## config.mk

```make
export PLATFORM = sky130hd
export DESIGN_NAME = bth_ctrl
export DESIGN_NICKNAME = d
export VERILOG_FILES = /design/src/rtl/core/boundary_tag_heap_allocator_defines.svh /design/src/rtl/core/bth_pkg.sv /design/src/rtl/core/bth_ctrl.sv
export SDC_FILE = /design/constraint.sdc
export NUM_CORES = 1
export LEC_CHECK = 0
export BUFFER_PORTS_ARGS = -buffer_cell sky130_fd_sc_hd__clkbuf_2
export CELL_PAD_IN_SITES_DETAIL_PLACEMENT = 1
export CELL_PAD_IN_SITES_GLOBAL_PLACEMENT = 2
export CORE_ASPECT_RATIO = 0.5
export CORE_MARGIN = 2
export CORE_UTILIZATION = 28
export CTS_CLUSTER_DIAMETER = 30
export CTS_CLUSTER_SIZE = 14
export DETAILED_ROUTE_END_ITERATION = 7
export PLACE_DENSITY = 0.86
export SLEW_MARGIN = 15
export SYNTH_ARGS = -nofsm -noshare
export SYNTH_HDL_FRONTEND = slang
export SYNTH_SLANG_ARGS = --single-unit
```

## constraint.sdc

```tcl
create_clock -name clock -period 2.4 [get_ports clock]
set_clock_uncertainty 0.05 [all_clocks]
set_input_delay 0.24 -clock clock [delete_from_list [all_inputs] [get_ports clock]]
set_output_delay 0.24 -clock clock [all_outputs]
set_load 0.02 [all_outputs]
```

## src/rtl/core/boundary_tag_heap_allocator_defines.svh

```systemverilog
// ----------------------------------------------------------------------------
// Boundary-tag heap allocator assertion macros
// Concurrent assertion shorthands for the allocator top level.
// ----------------------------------------------------------------------------
`ifndef BOUNDARY_TAG_HEAP_ALLOCATOR_DEFINES_SVH
`define BOUNDARY_TAG_HEAP_ALLOCATOR_DEFINES_SVH

// implication in the same cycle
`define BTH_ASSERT_IMP(label, clk, rst, ante, cons) \
   label: assert property (@(posedge clk) disable iff (rst) (ante) |-> (cons)) \
      else $error("allocator assertion failed");

// implication in the next cycle
`define BTH_ASSERT_NXT(label, clk, rst, ante, cons) \
   label: assert property (@(posedge clk) disable iff (rst) (ante) |=> (cons)) \
      else $error("allocator assertion failed");

`endif

```

## src/rtl/core/bth_pkg.sv

```systemverilog
// ----------------------------------------------------------------------------
// Boundary-tag heap allocator package
// Heap geometry, field widths, tag helpers and controller/datapath types.
// ----------------------------------------------------------------------------
package bth_pkg;

   localparam int GRANULE_BYTES  = 32;
   localparam int HEADER_BYTES   = 20;
   localparam int FOOTER_BYTES   = 8;
   localparam int HEAP_MAX_BYTES = 262144;
   localparam int INIT_BYTES     = 32768;
   localparam int PAGE_BYTES     = 4096;

   localparam int MAX_GRANULES  = HEAP_MAX_BYTES / GRANULE_BYTES;
   localparam int GRAN_SHIFT    = $clog2(GRANULE_BYTES);
   localparam int IDX_W         = $clog2(MAX_GRANULES);
   localparam int CNT_W         = IDX_W + 1;
   localparam int TAG_W         = CNT_W + 2;
   localparam int PAGE_GRANULES = PAGE_BYTES / GRANULE_BYTES;
   localparam int PAGE_SHIFT    = $clog2(PAGE_GRANULES);
   localparam int INIT_ROUND    = ((INIT_BYTES + PAGE_BYTES - 1) / PAGE_BYTES) * PAGE_BYTES;
   localparam int INIT_CLIP     = (INIT_ROUND > HEAP_MAX_BYTES) ? HEAP_MAX_BYTES : INIT_ROUND;
   localparam int INIT_GRANULES = INIT_CLIP / GRANULE_BYTES;

   localparam int KIND_W   = 2;
   localparam int REQ_W    = 19;
   localparam int ADDR_W   = 18;
   localparam int STATUS_W = 3;
   localparam int LIMIT_W  = 7;
   localparam int NEED_W   = REQ_W + 1 - GRAN_SHIFT;
   localparam int SUM_W    = 32;
   localparam int OVERHEAD = HEADER_BYTES + FOOTER_BYTES + GRANULE_BYTES - 1;

   localparam int REQ_DATA_W = 40;
   localparam int RSP_DATA_W = 24;
   localparam int CSR_ADDR_W = 3;
   localparam int CSR_DATA_W = 32;

   typedef enum logic [KIND_W-1:0] {
      KIND_ALLOC = 2'd0,
      KIND_FREE  = 2'd1,
      KIND_CHECK = 2'd2,
      KIND_NOP   = 2'd3
   } kind_type;

   typedef enum logic [STATUS_W-1:0] {
      ST_OK         = 3'd0,
      ST_NOSPACE    = 3'd1,
      ST_MISALIGNED = 3'd2,
      ST_OUTSIDE    = 3'd3,
      ST_FREED      = 3'd4,
      ST_NOTBLOCK   = 3'd5
   } status_code_type;

   typedef enum logic [4:0] {
      CMD_NONE       = 5'd0,
      CMD_CLEAR      = 5'd1,
      CMD_LOAD       = 5'd2,
      CMD_WALK_START = 5'd3,
      CMD_RD_G       = 5'd4,
      CMD_WALK_EVAL  = 5'd5,
      CMD_TAKE_BEST  = 5'd6,
      CMD_GROW       = 5'd7,
      CMD_P_INIT     = 5'd8,
      CMD_RD_P       = 5'd9,
      CMD_P_DEC      = 5'd10,
      CMD_PREV_A     = 5'd11,
      CMD_PREV_FIX   = 5'd12,
      CMD_RD_N       = 5'd13,
      CMD_NEXT_A     = 5'd14,
      CMD_NEXT_FIX   = 5'd15,
      CMD_SPLIT      = 5'd16,
      CMD_USE        = 5'd17,
      CMD_RD_H       = 5'd18,
      CMD_FREE_H     = 5'd19,
      CMD_RESP       = 5'd20
   } cmd_op_type;

   typedef struct packed {
      cmd_op_type      op;
      status_code_type code;
   } cmd_type;

   typedef struct packed {
      logic     clr_done;
      kind_type kind;
      logic     need_big;
      logic     misaligned;
      logic     outside;
      logic     notblk_pre;
      logic     g_ge_end;
      logic     sz_zero;
      logic     hit_stop;
      logic     found;
      logic     grow_ok;
      logic     mg_zero;
      logic     p_zero;
      logic     n_lt_end;
      logic     rd_start;
      logic     rd_free;
      logic     split_need;
      logic     out_busy;
   } stat_type;

   function automatic logic [TAG_W-1:0] make_tag(input logic used, input logic [CNT_W-1:0] size);
      make_tag = {1'b1, used, size};
   endfunction

endpackage

```

## src/rtl/core/bth_ctrl.sv

```systemverilog
// ----------------------------------------------------------------------------
// Boundary-tag heap allocator controller
// Sequences clearing, block walk, heap growth, merge, split and response.
// ----------------------------------------------------------------------------
module bth_ctrl (
   input  logic               clock,
   input  logic               reset,
   input  logic               req_tvalid,
   output logic               req_tready,
   input  bth_pkg::stat_type  stat,
   output bth_pkg::cmd_type   cmd
);
   import bth_pkg::*;

   typedef enum logic [16:0] {
      S_CLEAR     = 17'h00001,
      S_IDLE      = 17'h00002,
      S_DECODE    = 17'h00004,
      S_WALK_CHK  = 17'h00008,
      S_WALK_EVAL = 17'h00010,
      S_POST_WALK = 17'h00020,
      S_MERGE     = 17'h00040,
      S_PREV_RD   = 17'h00080,
      S_PREV_EVAL = 17'h00100,
      S_PREV_FIX  = 17'h00200,
      S_NEXT_CHK  = 17'h00400,
      S_NEXT_EVAL = 17'h00800,
      S_NEXT_FIX  = 17'h01000,
      S_SPLIT     = 17'h02000,
      S_USE       = 17'h04000,
      S_HEAD_EVAL = 17'h08000,
      S_RESP      = 17'h10000
   } state_type;

   state_type       state_ff, state_in;
   status_code_type code_ff, code_in;
   state_type       merge_exit;

   assign merge_exit = (stat.kind == KIND_ALLOC) ? S_SPLIT : S_RESP;
   assign req_tready = state_ff == S_IDLE;

   always_comb begin
      state_in = state_ff;
      code_in  = code_ff;
      cmd.op   = CMD_NONE;
      cmd.code = code_ff;
      case (state_ff)
         S_CLEAR: begin
            if (stat.clr_done) begin
               state_in = S_IDLE;
            end else begin
               cmd.op = CMD_CLEAR;
            end
         end
         S_IDLE: begin
            if (req_tvalid) begin
               cmd.op   = CMD_LOAD;
               state_in = S_DECODE;
            end
         end
         S_DECODE: begin
            code_in  = ST_OK;
            state_in = S_RESP;
            case (stat.kind)
               KIND_ALLOC: begin
                  if (stat.need_big) begin
                     code_in = ST_NOSPACE;
                  end else begin
                     cmd.op   = CMD_WALK_START;
                     state_in = S_WALK_CHK;
                  end
               end
               KIND_FREE: begin
                  if (stat.misaligned) begin
                     code_in = ST_MISALIGNED;
                  end else if (stat.outside) begin
                     code_in = ST_OUTSIDE;
                  end else if (stat.notblk_pre) begin
                     code_in = ST_NOTBLOCK;
                  end else begin
                     cmd.op   = CMD_RD_H;
                     state_in = S_HEAD_EVAL;
                  end
               end
               KIND_CHECK: begin
                  if (stat.outside) begin
                     code_in = ST_OUTSIDE;
                  end else if (stat.misaligned) begin
                     code_in = ST_MISALIGNED;
                  end else if (stat.notblk_pre) begin
                     code_in = ST_NOTBLOCK;
                  end else begin
                     cmd.op   = CMD_RD_H;
                     state_in = S_HEAD_EVAL;
                  end
               end
               default: begin
                  code_in = ST_OK;
               end
            endcase
         end
         S_WALK_CHK: begin
            if (stat.g_ge_end) begin
               state_in = S_POST_WALK;
            end else begin
               cmd.op   = CMD_RD_G;
               state_in = S_WALK_EVAL;
            end
         end
         S_WALK_EVAL: begin
            cmd.op   = CMD_WALK_EVAL;
            state_in = (stat.sz_zero || stat.hit_stop) ? S_POST_WALK : S_WALK_CHK;
         end
         S_POST_WALK: begin
            if (stat.found) begin
               cmd.op   = CMD_TAKE_BEST;
               state_in = S_SPLIT;
            end else if (stat.grow_ok) begin
               cmd.op   = CMD_GROW;
               state_in = S_MERGE;
            end else begin
               code_in  = ST_NOSPACE;
               state_in = S_RESP;
            end
         end
         S_MERGE: begin
            if (stat.mg_zero) begin
               state_in = S_NEXT_CHK;
            end else begin
               cmd.op   = CMD_P_INIT;
               state_in = S_PREV_RD;
            end
         end
         S_PREV_RD: begin
            cmd.op   = CMD_RD_P;
            state_in = S_PREV_EVAL;
         end
         S_PREV_EVAL: begin
            if (stat.rd_start) begin
               if (stat.rd_free) begin
                  cmd.op   = CMD_PREV_A;
                  state_in = S_PREV_FIX;
               end else begin
                  state_in = S_NEXT_CHK;
               end
            end else if (stat.p_zero) begin
               state_in = S_NEXT_CHK;
            end else begin
               cmd.op   = CMD_P_DEC;
               state_in = S_PREV_RD;
            end
         end
         S_PREV_FIX: begin
            cmd.op   = CMD_PREV_FIX;
            state_in = S_NEXT_CHK;
         end
         S_NEXT_CHK: begin
            code_in = ST_OK;
            if (stat.n_lt_end) begin
               cmd.op   = CMD_RD_N;
               state_in = S_NEXT_EVAL;
            end else begin
               state_in = merge_exit;
            end
         end
         S_NEXT_EVAL: begin
            if (stat.rd_free) begin
               cmd.op   = CMD_NEXT_A;
               state_in = S_NEXT_FIX;
            end else begin
               state_in = merge_exit;
            end
         end
         S_NEXT_FIX: begin
            cmd.op   = CMD_NEXT_FIX;
            state_in = merge_exit;
         end
         S_SPLIT: begin
            if (stat.split_need) begin
               cmd.op = CMD_SPLIT;
            end
            state_in = S_USE;
         end
         S_USE: begin
            cmd.op   = CMD_USE;
            code_in  = ST_OK;
            state_in = S_RESP;
         end
         S_HEAD_EVAL: begin
            state_in = S_RESP;
            if (!stat.rd_start) begin
               code_in = ST_NOTBLOCK;
            end else if (stat.kind == KIND_CHECK) begin
               code_in = ST_OK;
            end else if (stat.rd_free) begin
               code_in = ST_FREED;
            end else begin
               cmd.op   = CMD_FREE_H;
               state_in = S_MERGE;
            end
         end
         S_RESP: begin
            if (!stat.out_busy) begin
               cmd.op   = CMD_RESP;
               state_in = S_IDLE;
            end
         end
         default: begin
            state_in = S_IDLE;
         end
      endcase
   end

   always_ff @(posedge clock) begin
      if (reset) begin
         state_ff <= S_CLEAR;
      end else begin
         state_ff <= state_in;
      end
      code_ff <= code_in;
   end

endmodule

```

# == Word level (Yosys, flattened, before mapping) ==
# Cells that the tools add are included.
# totals
ff_bits,20
ramBits,0
latchBits,0
rom_bits,0
n_memories,0
in_bits,22
elab_cells,95
# classes
n_shift,0
n_addsub,0
n_eq_ne,25
n_lt_le_gt_ge,0
n_reduce_logical,6
div,0
mux,62
n_mul,0
bitwise_logic,0
# op_table
operator,n
$mux W17,18
$pmux W17 S17,1
$pmux W5 S17,1
$mux W5,11
$pmux W17 S3,1
$mux W3,13
$mux W11,3
$mux W4,5
$eq A17 B1 Y1 const B,1
$eq A17 B10 Y1 const B,1
$eq A17 B11 Y1 const B,1
$eq A17 B12 Y1 const B,1
$eq A17 B13 Y1 const B,1
$eq A17 B14 Y1 const B,1
$eq A17 B15 Y1 const B,1
$eq A17 B16 Y1 const B,1
$eq A17 B17 Y1 const B,1
$eq A17 B2 Y1 const B,1
$eq A17 B3 Y1 const B,1
$eq A17 B4 Y1 const B,1
$eq A17 B5 Y1 const B,1
$eq A17 B6 Y1 const B,1
$eq A17 B7 Y1 const B,1
$eq A17 B8 Y1 const B,1
other kinds (17),24

# == Logic depth before layout (Yosys ltp) ==
# logic_depth
depth_word,5
depth_mapped,8

# == Worst setup path after synthesis ==
# OpenSTA, ideal clock, no wires.
# synth_path
path_kind,register to register
from,register state_ff[14]
to,register code_ff[0] (enable)
synth_period_minus_slack_ps,2225
required_time_ps,1996
path_stages_with_launch,7
arrival_ps,1821
n_path_buf,1
slack_ps,175
setup_ps,354
cell_sequence,dfxtp_1 buf_6 nor3_4 nand4_2 nor4_4 nor2_1 a211oi_1
# synth_between
elab_chain_len,4
word_cells_on_any_way,11
cone_classes,8 x eq/ne; 3 x reduce/logical
# synth_lines
element,line,text
start: declaration,bth_ctrl.sv:35,"state_type state_ff, state_in;"
start signal: assignment,bth_ctrl.sv:218,state_ff <= state_in;
$eq A17 B11 Y1 / $eq A17 B15 Y1 (equally long branches),bth_ctrl.sv:47,case (state_ff)
$reduce_or A2 Y1 (no source line),n/a,
$reduce_bool A4 Y1 (no source line),n/a,
$reduce_and A4 Y1 (no source line) (*),n/a,
end signal: assignment,bth_ctrl.sv:220,code_ff <= code_in;
end: declaration,bth_ctrl.sv:36,"status_code_type code_ff, code_in;"
# Every way passes the cells marked *; elsewhere a longest branch is shown, timed or not.
# A chain may end at the register's enable or synchronous reset.

==> parameters.txt <==
Parameter                              Value

Status
  Result of the run    finished with violations
  Failing checks    negative setup slack

STA
  Final min period    2.451 ns
  Number of pins with negative max-slew slack in the final report    0
  Total count of hold-check failures in the final report    0
  Measured slew at the worst slew-check pin    0.4738 ns
  WHS    about 0.14 ns
  Part of the cycle the worst path needs    1.021
  Final setup slack of the worst path    -0.05118 ns
  Unrepaired setup endpoints after global routing    yes
  Highest Clock Rate    around 0.4 GHz
  Final count of negative-setup-slack endpoints    4
  Rel. slew slack    0.6812

Die
  I/O pin total    31
  Area of the die    0.006312 mm2
  X dimension of the die    110.4 um
  Area of the core    0.005468 mm2
  Starting Density    0.2897
  Number of rows created at floorplan    19
  Height of the chip    57.19 um

Setup path
  Critical Path End Type    output port
  Critical path data arrival time    2.16 ns
  Cell with the largest stage delay on the worst path    sky130_fd_sc_hd__or4b_4
  Critical path fanouts, max    4
  Required time at the endpoint of the critical path    around 2.1 ns
  Crit-path cells    nor4_4 -> nand2_1 -> or4b_4 -> nor4_4 -> nor3_2 -> nand4b_1 -> buf_4
  Most frequent cell on the critical path    sky130_fd_sc_hd__nor4_4
  Worst stage delay on the critical path    0.60 ns
  Startpoint type of the worst setup path    flop
  Setup Crit Path Kind    reg -> out

Layout
  Core utilization of the finished layout    0.4195
  Layout Nets    295
  Fraction of final layout cells sized beyond drive strength 1    0.4044
  Synthesis-to-finish area growth    44.79%
  Final antenna diode count    0
  Number of standard cells in the layout, taps in and fillers out    345
  Fillers    675

Detailed routing
  DRC violation total after the first TritonRoute iteration    109
  Post-route DRC violation count    0
  Final routed wire length divided by cell count    18.91 um
  Via count of the routed design    1,905
  Detailed-router iteration count before antenna repair    4
  Total Routed Length    6524 um
  Detail Route Antenna Nets    0
  Vias per cell    5.522

Synthesis
  Netlist cell types    between 40 and 50
  Yosys warnings    0
  Proportion of synthesized flip-flops having asynchronous set or reset    0
  Post-synthesis instance area    0.001584 mm2
  Sequential element share of the synthesized area    0.2717
  Number of synthesized register bits    20
  Count of flip-flops with a built-in enable after synthesis    3
  Gate count of the mapped netlist    between 200 and 250
  Syn Nets    229
  Synth Area per Inst    about 7.7 um2
  Most common flop cell mapped by yosys    sky130_fd_sc_hd__dfxtp_1

Clocking
  Clk Latency, worst-skew pair    0.26 ns
  Clock transition at the registers of the reported paths    about 0.06 ns
  Total clock buffers created by CTS    3
  CTS tree    yes
  Clock H-tree levels    1
  Count of hold buffers inserted by post-cts repair    0
  Clock tree sinks    20
  Clock tree root driver cell    sky130_fd_sc_hd__clkbuf_16
  Number of buffers on the longest clock path    2

Place
  HPWL Detailed    4713 um
  Input/output buffers    30
  Placer congestion estimate    0.8811
  Post-Place Cells    between 300 and 400

Hold path
  Type of the most critical hold path    in -> reg

Power
  VDD IR max    0.2110 mV
  Static leakage power    0.9597 nW
  Power per cell area    401.7 mW/mm2

Global routing
  Vias in the first global route    about 2.0k
  Pin count of the biggest net entering global routing    19
  Antenna violations before repair    0
  Wire length of the first global-routing pass    10,240 um
  Total global routing overflow    0
  Total global routing track utilization    0.2164

Flow run
  Max Cap Violations    0
synth_stat cells, drive strengths merged (2+ instances only):
cell,n,share of area
clkbuf,5,0.012
a211oi,5,0.027
a21oi,14,0.044
inv,6,0.014
nor2,33,0.080
nor2b,7,0.028
nor4b,3,0.017
buf,3,0.013
nand3b,2,0.0095
nand2b,12,0.047
nor4,13,0.11
or3,3,0.012
dfxtp,17,0.21
o21ai,8,0.025
o22ai,4,0.016
a22oi,2,0.0095
a41oi,2,0.011
nand3,5,0.019
nor3,14,0.051
nand4,7,0.036
a2111oi,2,0.011
a31oi,3,0.012
nand2,16,0.038
edfxtp,3,0.057
and3,2,0.0079
registers in the layout, indices dropped and copies added (netlist names):
name	cells
code_ff	3
state_ff	17
layout by cell type, fill, tap and decap left out, drive strengths merged, types with 2 or more instances in the layout:
cell type,instances
dfxtp,17
nor2,33
and3,2
nand4,7
nor4,13
a211oi,5
a2111oi,2
a41oi,2
o21ai,8
nor4b,3
nand3b,2
clkbuf,31
edfxtp,3
nand2b,12
nand3,5
inv,6
nand2,16
o22ai,4
nor2b,7
or3,3
a21oi,14
a31oi,3
buf,42
nor3,14
a22oi,2
area by class of cell:
type | count | area (um2) | area share
Multi-Input combinational cell | 172 | 1202 | 0.5243
Inverter | 7 | 26.28 | 0.01146
Tap cell | 73 | 91.34 | 0.03983
Clock buffer | 4 | 78.83 | 0.03437
Sequential cell | 20 | 444.2 | 0.1937
Timing Repair Buffer | 69 | 450.4 | 0.1964
timing repair:
action / CTS / global route
resized for setup: 29 / 9
pin swaps: 6 / 4
endpoints found under the setup margin: 5 / 11
buffers inserted: 9 / 1
final timing paths:
check / start / endpoint / slack [ns] / cells past startpoint
max: state_ff[8]$_SDFFE_PP0P_ / cmd[4] / -0.05 / 7
min: stat[11] / state_ff[4]$_SDFFE_PP0P_ / 0.14 / 2
max reg2reg: state_ff[12]$_SDFFE_PP0P_ / code_ff[2]$_DFFE_PP_ / 0.09 / 8
min reg2reg: state_ff[12]$_SDFFE_PP0P_ / state_ff[14]$_SDFFE_PP0P_ / 0.46 / 1
through the flow:
step                      setup slack [ns]  power [mW]  instance area (um2)  TNS [ns]
final                             -0.05118      0.9213                 2293   -0.1354
after global routing               -0.1514      0.9625                 2293   -0.6710
after CTS                         -0.04975      0.9225                 2276  -0.06219
after detailed placement           0.03212      0.5436                 2018         0
after global placement             0.03482      0.5393                 2018         0
after floorplan                     0.1751      0.4622                 1584         0
critical path, delay by kind of cell (launching register included):
family	cells	cell delay (ns)
buffers and inverters	1	0.15
flip-flops	1	0.36
AND/OR/NAND/NOR	6	1.40
per-layer routing:
layer / part of all wire / up-vias / global-route usage
met1: 0.46 / 920 / 0.2937
met2: 0.46 / 60 / 0.3444
met3: 0.050 / 19 / 0.04343
li1: - / 906 / -
met5: 0 / - / 0
met4: 0.035 / 0 / 0.07679
logic make-up after synthesis:
| logic type | after synthesis | share of synthesized area |
|---|---|---|
| AO/OA/AOI/OAI | 43 | 0.1730 |
| buffers and inverters | 15 | 0.04186 |
| flip-flops | 20 | 0.2717 |
| XOR/XNOR | 2 | 0.01106 |
| AND/OR/NAND/NOR | 127 | 0.5024 |
power breakdown:
group	internal, mW	switching, mW	leakage (nW)	total (mW)
Clock	0.227	0.134	0.0382	0.361
Sequential	0.346	0.0101	0.168	0.356
Combinational	0.0885	0.116	0.753	0.204
Total	0.661	0.260	0.960	0.921
Note: power is estimated with default switching activity, not from simulation.
